### config.mk
export PLATFORM = sky130hd
export DESIGN_NAME = breakpoint_envelope_interpolator_unit
export DESIGN_NICKNAME = d
export VERILOG_FILES = /design/src/hdl/bei_pkg.sv /design/src/hdl/bei_ram.sv /design/src/hdl/breakpoint_envelope_interpolator_unit.sv
export SDC_FILE = /design/constraint.sdc
export NUM_CORES = 2
export LEC_CHECK = 0
export ABC_CLOCK_PERIOD_IN_PS = 8000
export BUFFER_PORTS_ARGS = -buffer_cell sky130_fd_sc_hd__buf_2
export CAP_MARGIN = 40
export CELL_PAD_IN_SITES_DETAIL_PLACEMENT = 1
export CELL_PAD_IN_SITES_GLOBAL_PLACEMENT = 2
export CORE_MARGIN = 8
export CORE_UTILIZATION = 42
export DETAILED_ROUTE_END_ITERATION = 8
export PLACE_DENSITY = 0.87
export SETUP_SLACK_MARGIN = 0.05
export SKIP_LAST_GASP = 1
export SYNTH_ARGS = -nofsm -noshare
export SYNTH_HDL_FRONTEND = slang
export SYNTH_HIERARCHICAL = 1
export SYNTH_SLANG_ARGS = --single-unit
### constraint.sdc
create_clock -name i_clk -period 8 [get_ports i_clk]
set_input_delay 1.6 -clock i_clk [delete_from_list [all_inputs] [get_ports i_clk]]
set_output_delay 1.6 -clock i_clk [all_outputs]
set_load 0.005 [all_outputs]
### src/hdl/bei_pkg.sv
`default_nettype none
package bei_pkg;

    localparam int MAX_POINTS_DEF = 16;

    typedef enum logic [1:0] {
        CMD_ADD   = 2'd0,
        CMD_CLEAR = 2'd1,
        CMD_EVAL  = 2'd2,
        CMD_NOP   = 2'd3
    } t_cmd;

    typedef enum logic [1:0] {
        ST_OK    = 2'd0,
        ST_FULL  = 2'd1,
        ST_EMPTY = 2'd2,
        ST_RSVD  = 2'd3
    } t_status;

    typedef struct packed {
        logic [1:0]         command;
        logic [31:0]        tick;
        logic signed [15:0] value;
    } t_in_word;

    typedef struct packed {
        logic signed [15:0] sample;
        logic [1:0]         status;
        logic [31:0]        first_tick;
        logic [31:0]        last_tick;
        logic               span_defined;
    } t_out_word;

    typedef enum logic [3:0] {
        S_IDLE,
        S_SCAN_RD,
        S_SCAN_CHK,
        S_SHIFT_RD,
        S_SHIFT_WR,
        S_INSERT,
        S_ENDS_RD,
        S_ENDS_CHK,
        S_EVAL_RD,
        S_EVAL_CHK,
        S_MUL,
        S_DIV,
        S_DONE
    } t_state;

endpackage
`default_nettype wire

### src/hdl/bei_ram.sv
`default_nettype none
module bei_ram #(
    parameter int WIDTH = 32,
    parameter int DEPTH = 16
) (
    input  wire logic                     i_clk,
    input  wire logic                     i_we,
    input  wire logic [$clog2(DEPTH)-1:0] i_waddr,
    input  wire logic [WIDTH-1:0]         i_wdata,
    input  wire logic [$clog2(DEPTH)-1:0] i_raddr,
    output logic [WIDTH-1:0]              o_rdata
);
    logic [WIDTH-1:0] r_mem [DEPTH];

    always_ff @(posedge i_clk) begin
        if (i_we) begin
            r_mem[i_waddr] <= i_wdata;
        end
        o_rdata <= r_mem[i_raddr];
    end
endmodule
`default_nettype wire

### src/hdl/breakpoint_envelope_interpolator_unit.sv
`default_nettype none
// piecewise-linear breakpoint envelope
// command channel: i_start with i_cmd (command, tick, value) is taken when
// o_busy is low; o_busy stays high until the result word is shown
// result channel: o_done strobes for one cycle with o_result; the receiver
// cannot stall, so the result must be taken in that cycle
// config channel: i_cfg_valid/o_cfg_ready writes hold_mode (bit 0); ready
// only while idle
// breakpoints sit in two one-port-read rams (tick, level), sorted by tick
// steps from the accepting edge through the o_done cycle:
//   clear, no-op, evaluate on an empty table: the first and last tick reads
//   add: a read and a check per scan probe, a read and a write per entry
//   moved up, one write, then the first and last tick reads
//   evaluate: a read and a check per probe; when it interpolates, 32 multiply
//   steps and 48 divide steps (shift-add multiplier and restoring divider)
// the next command is taken in the cycle after o_done at the earliest
// the registered ram read sets the scan and shift pace
// reset empties the table and sets hold_mode to 1; ram contents stay
module breakpoint_envelope_interpolator_unit
    import bei_pkg::*;
#(
    parameter int MAX_POINTS = MAX_POINTS_DEF
) (
    input  wire logic      i_clk,
    input  wire logic      i_rst_n,
    input  wire logic      i_start,
    input  wire t_in_word  i_cmd,
    output logic           o_busy,
    output logic           o_done,
    output t_out_word      o_result,
    input  wire logic      i_cfg_valid,
    input  wire logic      i_cfg_data,
    output logic           o_cfg_ready
);
    localparam int AW = $clog2(MAX_POINTS);
    localparam int CW = $clog2(MAX_POINTS + 1);

    t_state r_state, n_state;
    logic [CW-1:0] r_count, n_count;
    logic [CW-1:0] r_idx, n_idx;
    logic [CW-1:0] r_pos, n_pos;
    logic          r_hold;
    t_cmd          r_cmd, n_cmd;
    logic [31:0]   r_tick, n_tick;
    logic signed [15:0] r_val, n_val;
    logic [31:0]   r_t0, n_t0;
    logic signed [15:0] r_y0, n_y0;
    logic [31:0]   r_first, n_first;
    logic [31:0]   r_last, n_last;
    logic signed [15:0] r_sample, n_sample;
    t_status       r_status, n_status;
    logic [47:0]   r_acc, n_acc;
    logic [31:0]   r_mcand, n_mcand;
    logic [47:0]   r_rem, n_rem;
    logic [31:0]   r_dx, n_dx;
    logic          r_neg, n_neg;
    logic [6:0]    r_step, n_step;
    logic [15:0]   r_dmag, n_dmag;
    logic [47:0]   r_quo, n_quo;

    logic          tk_we, lv_we;
    logic [AW-1:0] waddr, raddr;
    logic [31:0]   tk_wdata, tk_rdata;
    logic [15:0]   lv_wdata, lv_rdata;

    bei_ram #(.WIDTH(32), .DEPTH(MAX_POINTS)) u_tick_ram (
        .i_clk(i_clk), .i_we(tk_we), .i_waddr(waddr), .i_wdata(tk_wdata),
        .i_raddr(raddr), .o_rdata(tk_rdata)
    );
    bei_ram #(.WIDTH(16), .DEPTH(MAX_POINTS)) u_level_ram (
        .i_clk(i_clk), .i_we(lv_we), .i_waddr(waddr), .i_wdata(lv_wdata),
        .i_raddr(raddr), .o_rdata(lv_rdata)
    );

    logic          accept;
    logic [CW-1:0] last_idx;
    logic [48:0]   rem_sh;
    logic [48:0]   rem_sub;
    logic signed [16:0] dy;

    assign accept   = i_start && (r_state == S_IDLE);
    assign last_idx = r_count - CW'(1);
    assign dy       = 17'($signed(lv_rdata)) - 17'(r_y0);
    assign rem_sh   = {r_rem, r_quo[47]};
    assign rem_sub  = rem_sh - {17'd0, r_dx};

    always_comb begin
        n_state = r_state;
        case (r_state)
            S_IDLE: begin
                if (accept) begin
                    case (i_cmd.command)
                        CMD_ADD:   n_state = (r_count == '0) ? S_INSERT : S_SCAN_RD;
                        CMD_EVAL:  n_state = (r_count == '0) ? S_ENDS_RD : S_EVAL_RD;
                        default:   n_state = S_ENDS_RD;
                    endcase
                end
            end
            S_SCAN_RD:  n_state = S_SCAN_CHK;
            S_SCAN_CHK: begin
                if (tk_rdata == r_tick) begin
                    n_state = S_ENDS_RD;
                end else if (tk_rdata > r_tick || r_idx == last_idx) begin
                    n_state = (r_count == CW'(MAX_POINTS)) ? S_ENDS_RD :
                              ((tk_rdata > r_tick) ? S_SHIFT_RD : S_INSERT);
                end else begin
                    n_state = S_SCAN_RD;
                end
            end
            S_SHIFT_RD: n_state = S_SHIFT_WR;
            S_SHIFT_WR: n_state = (r_idx == r_pos + CW'(1)) ? S_INSERT : S_SHIFT_RD;
            S_INSERT:   n_state = S_ENDS_RD;
            S_ENDS_RD:  n_state = S_ENDS_CHK;
            S_ENDS_CHK: n_state = (r_idx == last_idx || r_count == '0) ?
                                  S_DONE : S_ENDS_RD;
            S_EVAL_RD:  n_state = S_EVAL_CHK;
            S_EVAL_CHK: begin
                if (r_idx == '0) begin
                    n_state = (r_tick <= tk_rdata || r_idx == last_idx) ?
                              S_ENDS_RD : S_EVAL_RD;
                end else if (tk_rdata >= r_tick) begin
                    n_state = (tk_rdata == r_tick) ? S_ENDS_RD : S_MUL;
                end else begin
                    n_state = (r_idx == last_idx) ? S_ENDS_RD : S_EVAL_RD;
                end
            end
            S_MUL:  n_state = (r_step == 7'd31) ? S_DIV : S_MUL;
            S_DIV:  n_state = (r_step == 7'd47) ? S_ENDS_RD : S_DIV;
            S_DONE: n_state = S_IDLE;
            default: n_state = S_IDLE;
        endcase
    end

    always_comb begin
        n_count = r_count; n_idx = r_idx; n_pos = r_pos; n_cmd = r_cmd;
        n_tick = r_tick; n_val = r_val; n_t0 = r_t0; n_y0 = r_y0;
        n_first = r_first; n_last = r_last; n_sample = r_sample;
        n_status = r_status; n_acc = r_acc; n_mcand = r_mcand; n_rem = r_rem;
        n_dx = r_dx; n_neg = r_neg; n_step = r_step; n_dmag = r_dmag;
        n_quo = r_quo;
        tk_we = 1'b0; lv_we = 1'b0;
        waddr = r_idx[AW-1:0]; raddr = r_idx[AW-1:0];
        tk_wdata = tk_rdata; lv_wdata = lv_rdata;
        case (r_state)
            S_IDLE: begin
                if (accept) begin
                    n_cmd = t_cmd'(i_cmd.command);
                    n_tick = i_cmd.tick;
                    n_val = i_cmd.value;
                    n_idx = '0;
                    n_sample = '0;
                    n_status = ST_OK;
                    n_first = '0;
                    n_last = '0;
                    n_pos = '0;
                    if (i_cmd.command == CMD_CLEAR) begin
                        n_count = '0;
                    end
                    if (i_cmd.command == CMD_EVAL && r_count == '0) begin
                        n_status = ST_EMPTY;
                    end
                end
            end
            S_SCAN_CHK: begin
                if (tk_rdata == r_tick) begin
                    lv_we = 1'b1; lv_wdata = r_val;
                    n_idx = '0;
                end else if (tk_rdata > r_tick || r_idx == last_idx) begin
                    if (r_count == CW'(MAX_POINTS)) begin
                        n_status = ST_FULL;
                        n_idx = '0;
                    end else if (tk_rdata > r_tick) begin
                        n_pos = r_idx;
                        n_idx = r_count;
                    end else begin
                        n_idx = r_count;
                    end
                end else begin
                    n_idx = r_idx + CW'(1);
                end
            end
            S_SHIFT_RD: raddr = AW'(r_idx - CW'(1));
            S_SHIFT_WR: begin
                tk_we = 1'b1; lv_we = 1'b1;
                n_idx = r_idx - CW'(1);
            end
            S_INSERT: begin
                tk_we = 1'b1; lv_we = 1'b1;
                tk_wdata = r_tick; lv_wdata = r_val;
                n_count = r_count + CW'(1);
                n_idx = '0;
            end
            S_ENDS_CHK: begin
                if (r_count != '0) begin
                    if (r_idx == '0) n_first = tk_rdata;
                    if (r_idx == last_idx) n_last = tk_rdata;
                end
                n_idx = last_idx;
            end
            S_EVAL_CHK: begin
                if (r_idx == '0) begin
                    if (r_tick < tk_rdata) begin
                        n_sample = r_hold ? lv_rdata : '0;
                    end else if (r_tick == tk_rdata) begin
                        n_sample = lv_rdata;
                    end else if (r_idx == last_idx) begin
                        n_sample = r_hold ? lv_rdata : '0;
                    end
                    n_t0 = tk_rdata; n_y0 = lv_rdata;
                    n_idx = (n_state == S_ENDS_RD) ? '0 : CW'(1);
                end else if (tk_rdata >= r_tick) begin
                    if (tk_rdata == r_tick) begin
                        n_sample = lv_rdata;
                        n_idx = '0;
                    end else begin
                        n_dx = tk_rdata - r_t0;
                        n_neg = dy[16];
                        n_dmag = dy[16] ? 16'(-dy) : dy[15:0];
                        n_mcand = r_tick - r_t0;
                        n_acc = '0;
                        n_step = '0;
                    end
                end else if (r_idx == last_idx) begin
                    n_sample = r_hold ? lv_rdata : '0;
                    n_idx = '0;
                end else begin
                    n_t0 = tk_rdata; n_y0 = lv_rdata;
                    n_idx = r_idx + CW'(1);
                end
            end
            S_MUL: begin
                n_acc = r_acc + (r_mcand[31 - r_step[4:0]] ?
                        {32'd0, r_dmag} << (31 - r_step[4:0]) : 48'd0);
                n_step = r_step + 7'd1;
                if (r_step == 7'd31) begin
                    n_quo = n_acc;
                    n_rem = '0;
                    n_step = '0;
                end
            end
            S_DIV: begin
                if (!rem_sub[48]) begin
                    n_rem = rem_sub[47:0];
                    n_quo = {r_quo[46:0], 1'b1};
                end else begin
                    n_rem = rem_sh[47:0];
                    n_quo = {r_quo[46:0], 1'b0};
                end
                n_step = r_step + 7'd1;
                if (r_step == 7'd47) begin
                    n_sample = r_neg ? 16'(r_y0 - $signed(n_quo[15:0])) :
                                       16'(r_y0 + $signed(n_quo[15:0]));
                    n_idx = '0;
                end
            end
            default: ;
        endcase
    end

    always_ff @(posedge i_clk) begin
        if (!i_rst_n) begin
            r_state <= S_IDLE;
            r_count <= '0;
            r_hold  <= 1'b1;
        end else begin
            r_state <= n_state;
            r_count <= n_count;
            if (i_cfg_valid && o_cfg_ready) r_hold <= i_cfg_data;
        end
        r_idx <= n_idx; r_pos <= n_pos; r_cmd <= n_cmd; r_tick <= n_tick;
        r_val <= n_val; r_t0 <= n_t0; r_y0 <= n_y0; r_first <= n_first;
        r_last <= n_last; r_sample <= n_sample; r_status <= n_status;
        r_acc <= n_acc; r_mcand <= n_mcand; r_rem <= n_rem; r_dx <= n_dx;
        r_neg <= n_neg; r_step <= n_step; r_dmag <= n_dmag; r_quo <= n_quo;
    end

    always_comb begin
        o_busy = (r_state != S_IDLE);
        o_done = (r_state == S_DONE);
        o_cfg_ready = (r_state == S_IDLE);
        o_result.sample = (r_cmd == CMD_EVAL) ? r_sample : '0;
        o_result.status = r_status;
        o_result.first_tick = r_first;
        o_result.last_tick = r_last;
        o_result.span_defined = (r_count != '0) && !r_hold;
    end

`ifndef SYNTH
    a_count_max: assert property (@(posedge i_clk) disable iff (!i_rst_n)
        r_count <= CW'(MAX_POINTS)) else $error("point count overflow");
    a_done_pulse: assert property (@(posedge i_clk) disable iff (!i_rst_n)
        o_done |=> !o_done) else $error("done not a pulse");
    a_empty_status: assert property (@(posedge i_clk) disable iff (!i_rst_n)
        (o_done && o_result.status == ST_EMPTY) |-> (r_count == '0))
        else $error("empty status with points");
`endif
endmodule
`default_nettype wire
### Word level (Yosys, flattened, before mapping)

Memories as Yosys holds them, arrays and structs flattened. A register that Yosys moved wholly into a read port is not among the register bits.
Index checks and enable logic that the tools add are counted.

* bitwise logic cells: 2
* equal/unequal tests: 41
* multiplexer cells: 99
* reductions and logical operators: 36
* $add $sub $neg: 15
* order comparisons: 5
* shifts and indexed selects: 1

Operator list (count)
* 2-to-1 mux 48 bit: 8
* 2-to-1 mux 32 bit: 9
* one-hot mux 48 bit (2 select lines): 3
* 2-to-1 mux 16 bit: 16
* one-hot mux 32 bit (2 select lines): 2
* 2-to-1 mux 5 bit: 15
* == test 32 bit: 2
* subtractor 32 bit: 2
* subtractor 49 x 32 -> 49 bit: 1
* adder 48 bit: 1
* one-hot mux 16 bit (3 select lines): 1
* one-hot mux 4 bit (12 select lines): 1
* left shift 16 x 32 -> 48 bit: 1
* 2-to-1 mux 4 bit: 10
* one-hot mux 5 bit (7 select lines): 1
* greater-or-equal comparator 32 bit: 1
* > comparator 32 bit: 1
* <= comparator 32 bit: 1
* < comparator 32 bit: 1
* < comparator 32 x 6 -> 1 bit (second input constant): 1
* one-hot mux 16 bit (2 select lines): 1
* inequality test 2 bit (second input constant): 15
* 2-to-1 mux 7 bit: 4
* AND reduction 4 bit: 7
* 46 further kinds: 94

* output and inout bits: 86
* RAM bits: 768
* input port bits: 55
* memories: 2
* bits in registers: 432

Memory list
* u_tick_ram.r_mem: depth 16, bits a word 32, rd ports 1, clocked after Yosys merged registers in 1, wr ports 1, RTL line bei_ram.sv:13 `logic [WIDTH-1:0] r_mem [DEPTH];`
* u_level_ram.r_mem: depth 16, bits a word 16, rd ports 1, clocked after Yosys merged registers in 1, wr ports 1, RTL line bei_ram.sv:13

### Depth between registers and ports, before layout

* depth after elaboration: 10
* gate-level depth with buffers: 27

### Cells and area by module

The synthesis kept the hierarchy.

By module, submodules not included
* breakpoint_envelope_interpolator_unit: area an instance 28604.9 µm², times used 1, cells each 2826, sequential area each 12872.3 µm²
* bei_ram at u_tick_ram: area an instance 19835.3 µm², times used 1, cells each 838, sequential area each 16015.4 µm²
* bei_ram at u_level_ram: area an instance 10042.1 µm², times used 1, cells each 432, sequential area each 8007.7 µm²

### Worst setup path after synthesis

OpenSTA, ideal clock, no wires.

* kind: flip-flop to flip-flop
* start point: reg r_state[3]
* end point: reg r_quo[0] (enable)
* required time: 7.317 ns
* path slack: -0.466 ns
* buffers on the path: 2
* arrival time: 7.783 ns
* cell stages (with the launch flop): 6
* cells stage by stage: dfxtp_1 > clkbuf_1 > nor2b_1 > clkbuf_1 > nand2_1 > o21ai_0

* longest elaborated chain between the ends: 3
* elaborated cells between the ends (all ways): 5
* classes of those cells: 3 x eq/ne; 2 x reduce/logical

RTL lines
* from (decl): RTL line breakpoint_envelope_interpolator_unit.sv:38 `t_state r_state, n_state;`
* from (signal assigned): RTL line breakpoint_envelope_interpolator_unit.sv:266 `r_state <= n_state;`
* == test 4 bit: RTL line breakpoint_envelope_interpolator_unit.sv:144 `case (r_state)`
* inequality test 2 bit (no line) / nonzero test 2 bit (equally long branches)
* AND reduction 2 bit (no line) *
* to (signal assigned): RTL line breakpoint_envelope_interpolator_unit.sv:274 `r_neg <= n_neg; r_step <= n_step; r_dmag <= n_dmag; r_quo <= n_quo;`
* to (decl): RTL line breakpoint_envelope_interpolator_unit.sv:59 `logic [47:0] r_quo, n_quo;`

Mark *: on every way between the ends. The rest lies on a longest branch, timed or not.
A chain may end at the register's enable or synchronous reset.

### Worst setup path after layout

* start point: reg r_rem[1]
* end point: reg r_sample[15] (data pin)

* longest elaborated chain between the ends: 7
* elaborated cells between the ends (all ways): 8
* classes of those cells: 3 x add/sub; 5 x mux

RTL lines
* from (decl): RTL line breakpoint_envelope_interpolator_unit.sv:54 `logic [47:0] r_rem, n_rem;`
* from (signal assigned): RTL line breakpoint_envelope_interpolator_unit.sv:273 `r_acc <= n_acc; r_mcand <= n_mcand; r_rem <= n_rem; r_dx <= n_dx;`
* subtractor 49 x 32 -> 49 bit *: RTL line breakpoint_envelope_interpolator_unit.sv:85 `assign rem_sub = rem_sh - {17'd0, r_dx};`
* 2-to-1 mux 1 bit *: RTL line breakpoint_envelope_interpolator_unit.sv:242 `if (!rem_sub[48]) begin`
* 2-to-1 mux 48 bit *: RTL line breakpoint_envelope_interpolator_unit.sv:144
* adder 16 bit / subtractor 16 bit (equally long branches): RTL line breakpoint_envelope_interpolator_unit.sv:252, breakpoint_envelope_interpolator_unit.sv:251
* 2-to-1 mux 16 bit *: RTL line breakpoint_envelope_interpolator_unit.sv:251 `n_sample = r_neg ? 16'(r_y0 - $signed(n_quo[15:0])) :`
* 2-to-1 mux 16 bit *: RTL line breakpoint_envelope_interpolator_unit.sv:250 `if (r_step == 7'd47) begin`
* one-hot mux 16 bit (3 select lines) *: RTL line breakpoint_envelope_interpolator_unit.sv:144
* named net n_sample[15]: RTL line breakpoint_envelope_interpolator_unit.sv:50 `logic signed [15:0] r_sample, n_sample;`
* to (signal assigned): RTL line breakpoint_envelope_interpolator_unit.sv:272 `r_last <= n_last; r_sample <= n_sample; r_status <= n_status;`
* to (decl): RTL line breakpoint_envelope_interpolator_unit.sv:50

The timed path passes the listed nets; every way through them passes the cells marked *. The select of a mux whose other input is x is not followed.

==> run metrics <==
status completed; post-route ant nets 0; CTS clk-pin slew, worst paths roughly 0.06 ns; Mapped Cells 4,096; H-tree depth 4; boundary pin count between 100 and 150; number of core rows between 100 and 150; leading post-synthesis cells by cell area edfxtp_1, mux4_2, ha_1, xnor2_1, nor2_1; footprint of the multi-input gates 0.02042 sq mm; cts hold-fix bufs 0; Slowest-stage cell, CP a211o_1; CP Buf/Inv Count 0; quantity of gates resized following cts 0; Slew headroom 24.65%; Net Sw Frac 33.18%; Finished Layout Cells 6,210; TritonCTS clock tree done; Die Ht 389.2 um; DRT iter0 DRCs between 3,000 and 4,000; # fillers 13,800; stages on the worst setup path 22; drt wl/cell 25.64 um; Initial Util 42.12%; antenna violations before repair 9; Worst Path Arrival 6.44 ns; min cycle time layout 5.945 ns; core box area around 0.14 sq mm; placed insts around 6,000; Req. time, crit path around 8.5 ns; peak supply drop 0.4359 mV; sequential element share of the synthesized area 63.09%; critical path capture point type register; Async SR Flop Fraction 0%; final setup fails 0; P_int 0.01474 W; clock share of power 27.4%; RSZ-0062 raised after global routing no; deepest clock path buffer count 3; postcts setup bufs 0; Final period util 74.31%; Syn Std Cell Area 0.05848 sq mm; Lkg Pwr 23.39 nW; part of the power in registers 42.1%; Yosys cell types just under 100; DRT Wirelength around 160 mm; RD Place Congestion approximately 0.85; largest net degree at the start of global routing 158; Post-DP HPWL approximately 100 mm; drt drc 0; grt total ovfl 0; first-pass GRT wire length about 240 mm; Die X 389.2 um; setup ws final 2.055 ns; Clock Skews 0.03131 ns; Startpoint Class register; share of post-route cells with drive strength above 1 16.50%; reg2reg start r_rem[1]$_SDFFCE_PN0P_; synth warn 6; CP max stage delay approximately 0.48 ns; clock root cell clkbuf_16; Area Overhead vs Synth 12.82%; Pwr Density roughly 330 mW/mm^2; Sink Count 1,248; r2r endpoint r_sample[15]$_DFFE_PP_; Critical Path Source r_rem[1]$_SDFFCE_PN0P_; EDFF count, synth 1,190; pre-CTS WS 2.020 ns; top_reg_cell synth edfxtp_1; critical path class reg -> reg; Num CTS Buffers 131; Psw 0.007320 W; # port buffers between 100 and 150; number of global-route vias before repair 38,270; Max Clock Freq 0.1682 GHz; Fin. Hold Viols 0; Total GRT Usage 20.52%; CP cell instances ha_1 -> nor2b_1 -> o31ai_1 -> a21boi_1 -> a21o_1 -> a211o_1 -> o21ai_0 -> a211o_1 -> ha_1 -> nor3b_1 -> a21oi_1 -> xnor2_1 -> ha_1 -> and2_1 -> a22o_1 -> a31oi_1 -> a21oi_1 -> a41o_1 -> o21ai_0 -> nand2b_1 -> xnor3_1 -> o22ai_1; Seq. cell area 0.03690 sq mm; DR pass1 iterations 5; crit path to r_sample[15]$_DFFE_PP_; routed vias/inst about 5.8; r2r setup slk 2.06 ns; worst skew pair latency 0.77 ns; leading area contributor after synthesis edfxtp_1; FF-to-FF path depth 22; Final Util 47.52%; Syn Area/Cell 14.28 sq um; combinational power share 30.5%; area share of the largest cell type after synthesis 61.10%; Placement Cell Area around 0.062 sq mm; maxcap violations 0; Hold WC Path Type reg -> reg; DR vias 36,270; die area 0.1514 sq mm; syn_nets 4,370; crit-path max FO 8; sum of negative setup slack 0 ns; Top cell by count, worst path ha_1; Final Cell Area 0.06598 sq mm; Slew @ Worst Pin 1.130 ns; Max Slew Vio Count 0; #FFs+latches synth 1,248; Final nets ~4,600; Crit path max-delay family compound AO/OA/AOI/OAI gates
sequential cells by signal, indices dropped and copies added (netlist names), 32 cells and up:
| signal | count |
|---|---|
| r_acc | 48 |
| r_dx | 32 |
| r_first | 32 |
| r_last | 32 |
| r_mcand | 32 |
| r_quo | 48 |
| r_rem | 48 |
| r_t0 | 32 |
| r_tick | 32 |
| u_level_ram/r_mem | 256 |
| u_tick_ram/o_rdata | 32 |
| u_tick_ram/r_mem | 512 |
synthesized netlist by cell type, types with 52 or more instances:
library cell / n
and2_1: 72
ha_1: 213
clkbuf_1: 91
mux2i_1: 57
dfxtp_1: 58
nor3_1: 57
a21o_1: 72
nor2_1: 327
inv_1: 191
mux4_2: 192
a21oi_1: 191
mux2_2: 52
xnor2_1: 150
nand2_1: 260
o21ai_0: 164
a22oi_1: 108
edfxtp_1: 1190
xor2_1: 59
placed cells by master (no fill, tap or decap), drive strengths merged, types with 52 or more instances in the layout:
cell type	count
a21oi	191
nand2	260
mux2	52
a21o	72
o21ai	166
mux4	202
buf	226
xor2	59
mux2i	57
and2	74
clkbuf	178
ha	213
inv	199
dfxtp	58
edfxtp	1190
nor2	327
a22oi	109
xnor2	150
nor3	58
cells by family after synthesis:
kind of cell | after synthesis | share of synthesized area, %
compound gates | 793 | 8.975
simple gates | 964 | 7.730
fa+ha+maj | 219 | 4.762
flops | 1248 | 63.09
xor+xnor | 210 | 3.169
buf+inv | 351 | 2.456
mux | 311 | 9.820
stage by stage:
stage / hold slack [ns] / total power (W)
2_1_floorplan: 0.4082 / 0.01371
3_3_place_gp: 0.4438 / 0.01564
3_5_place_dp: 0.4284 / 0.01607
4_1_cts: 0.4397 / 0.02221
5_1_grt: 0.4735 / 0.02298
6_report: 0.4458 / 0.02206
power by group through the flow:
stage                     Sequential (W)  Clock, W  Combinational [W]
after detailed placement         0.00940         0            0.00667
after floorplan                  0.00903         0            0.00469
after CTS                        0.00928   0.00617            0.00676
final                            0.00929   0.00604            0.00674
after global routing             0.00933   0.00636            0.00729
after global placement           0.00936         0            0.00628
layer usage:
metal / global-route usage (%) / wire [um] / up-vias
met1: 26.46 / 65550 / 18670
met3: 3.533 / 9765 / 266
met2: 35.41 / 79600 / 1169
li1: - / - / 16170
met5: 0 / 11 / -
met4: 6.377 / 4297 / 2
cell type report:
class / instances / share of cell area [%]
inverter: 194 / 1.104
timing repair buffer: 226 / 2.179
tap: 1807 / 3.427
antenna: 3 / 0.01138
clock inverter: 57 / 1.037
sequential: 1248 / 55.92
multi-input combinational: 2497 / 30.95
clock buffer: 178 / 5.374
worst min-delay path by stage:
stage / from / slack [ns] / cells past startpoint / endpoint
floorplan: u_tick_ram/o_rdata[0]$_DFF_P_ / 0.41 / 0 / r_t0[0]$_DFFE_PP_
global placement: u_tick_ram/o_rdata[0]$_DFF_P_ / 0.44 / 0 / r_t0[0]$_DFFE_PP_
detailed placement: u_tick_ram/o_rdata[0]$_DFF_P_ / 0.43 / 0 / r_t0[0]$_DFFE_PP_
CTS: u_tick_ram/o_rdata[0]$_DFF_P_ / 0.44 / 0 / r_t0[0]$_DFFE_PP_
global route: u_tick_ram/o_rdata[0]$_DFF_P_ / 0.47 / 0 / r_t0[0]$_DFFE_PP_
finish: u_tick_ram/o_rdata[0]$_DFF_P_ / 0.45 / 0 / r_t0[0]$_DFFE_PP_
(Power assumes the default switching activity.)
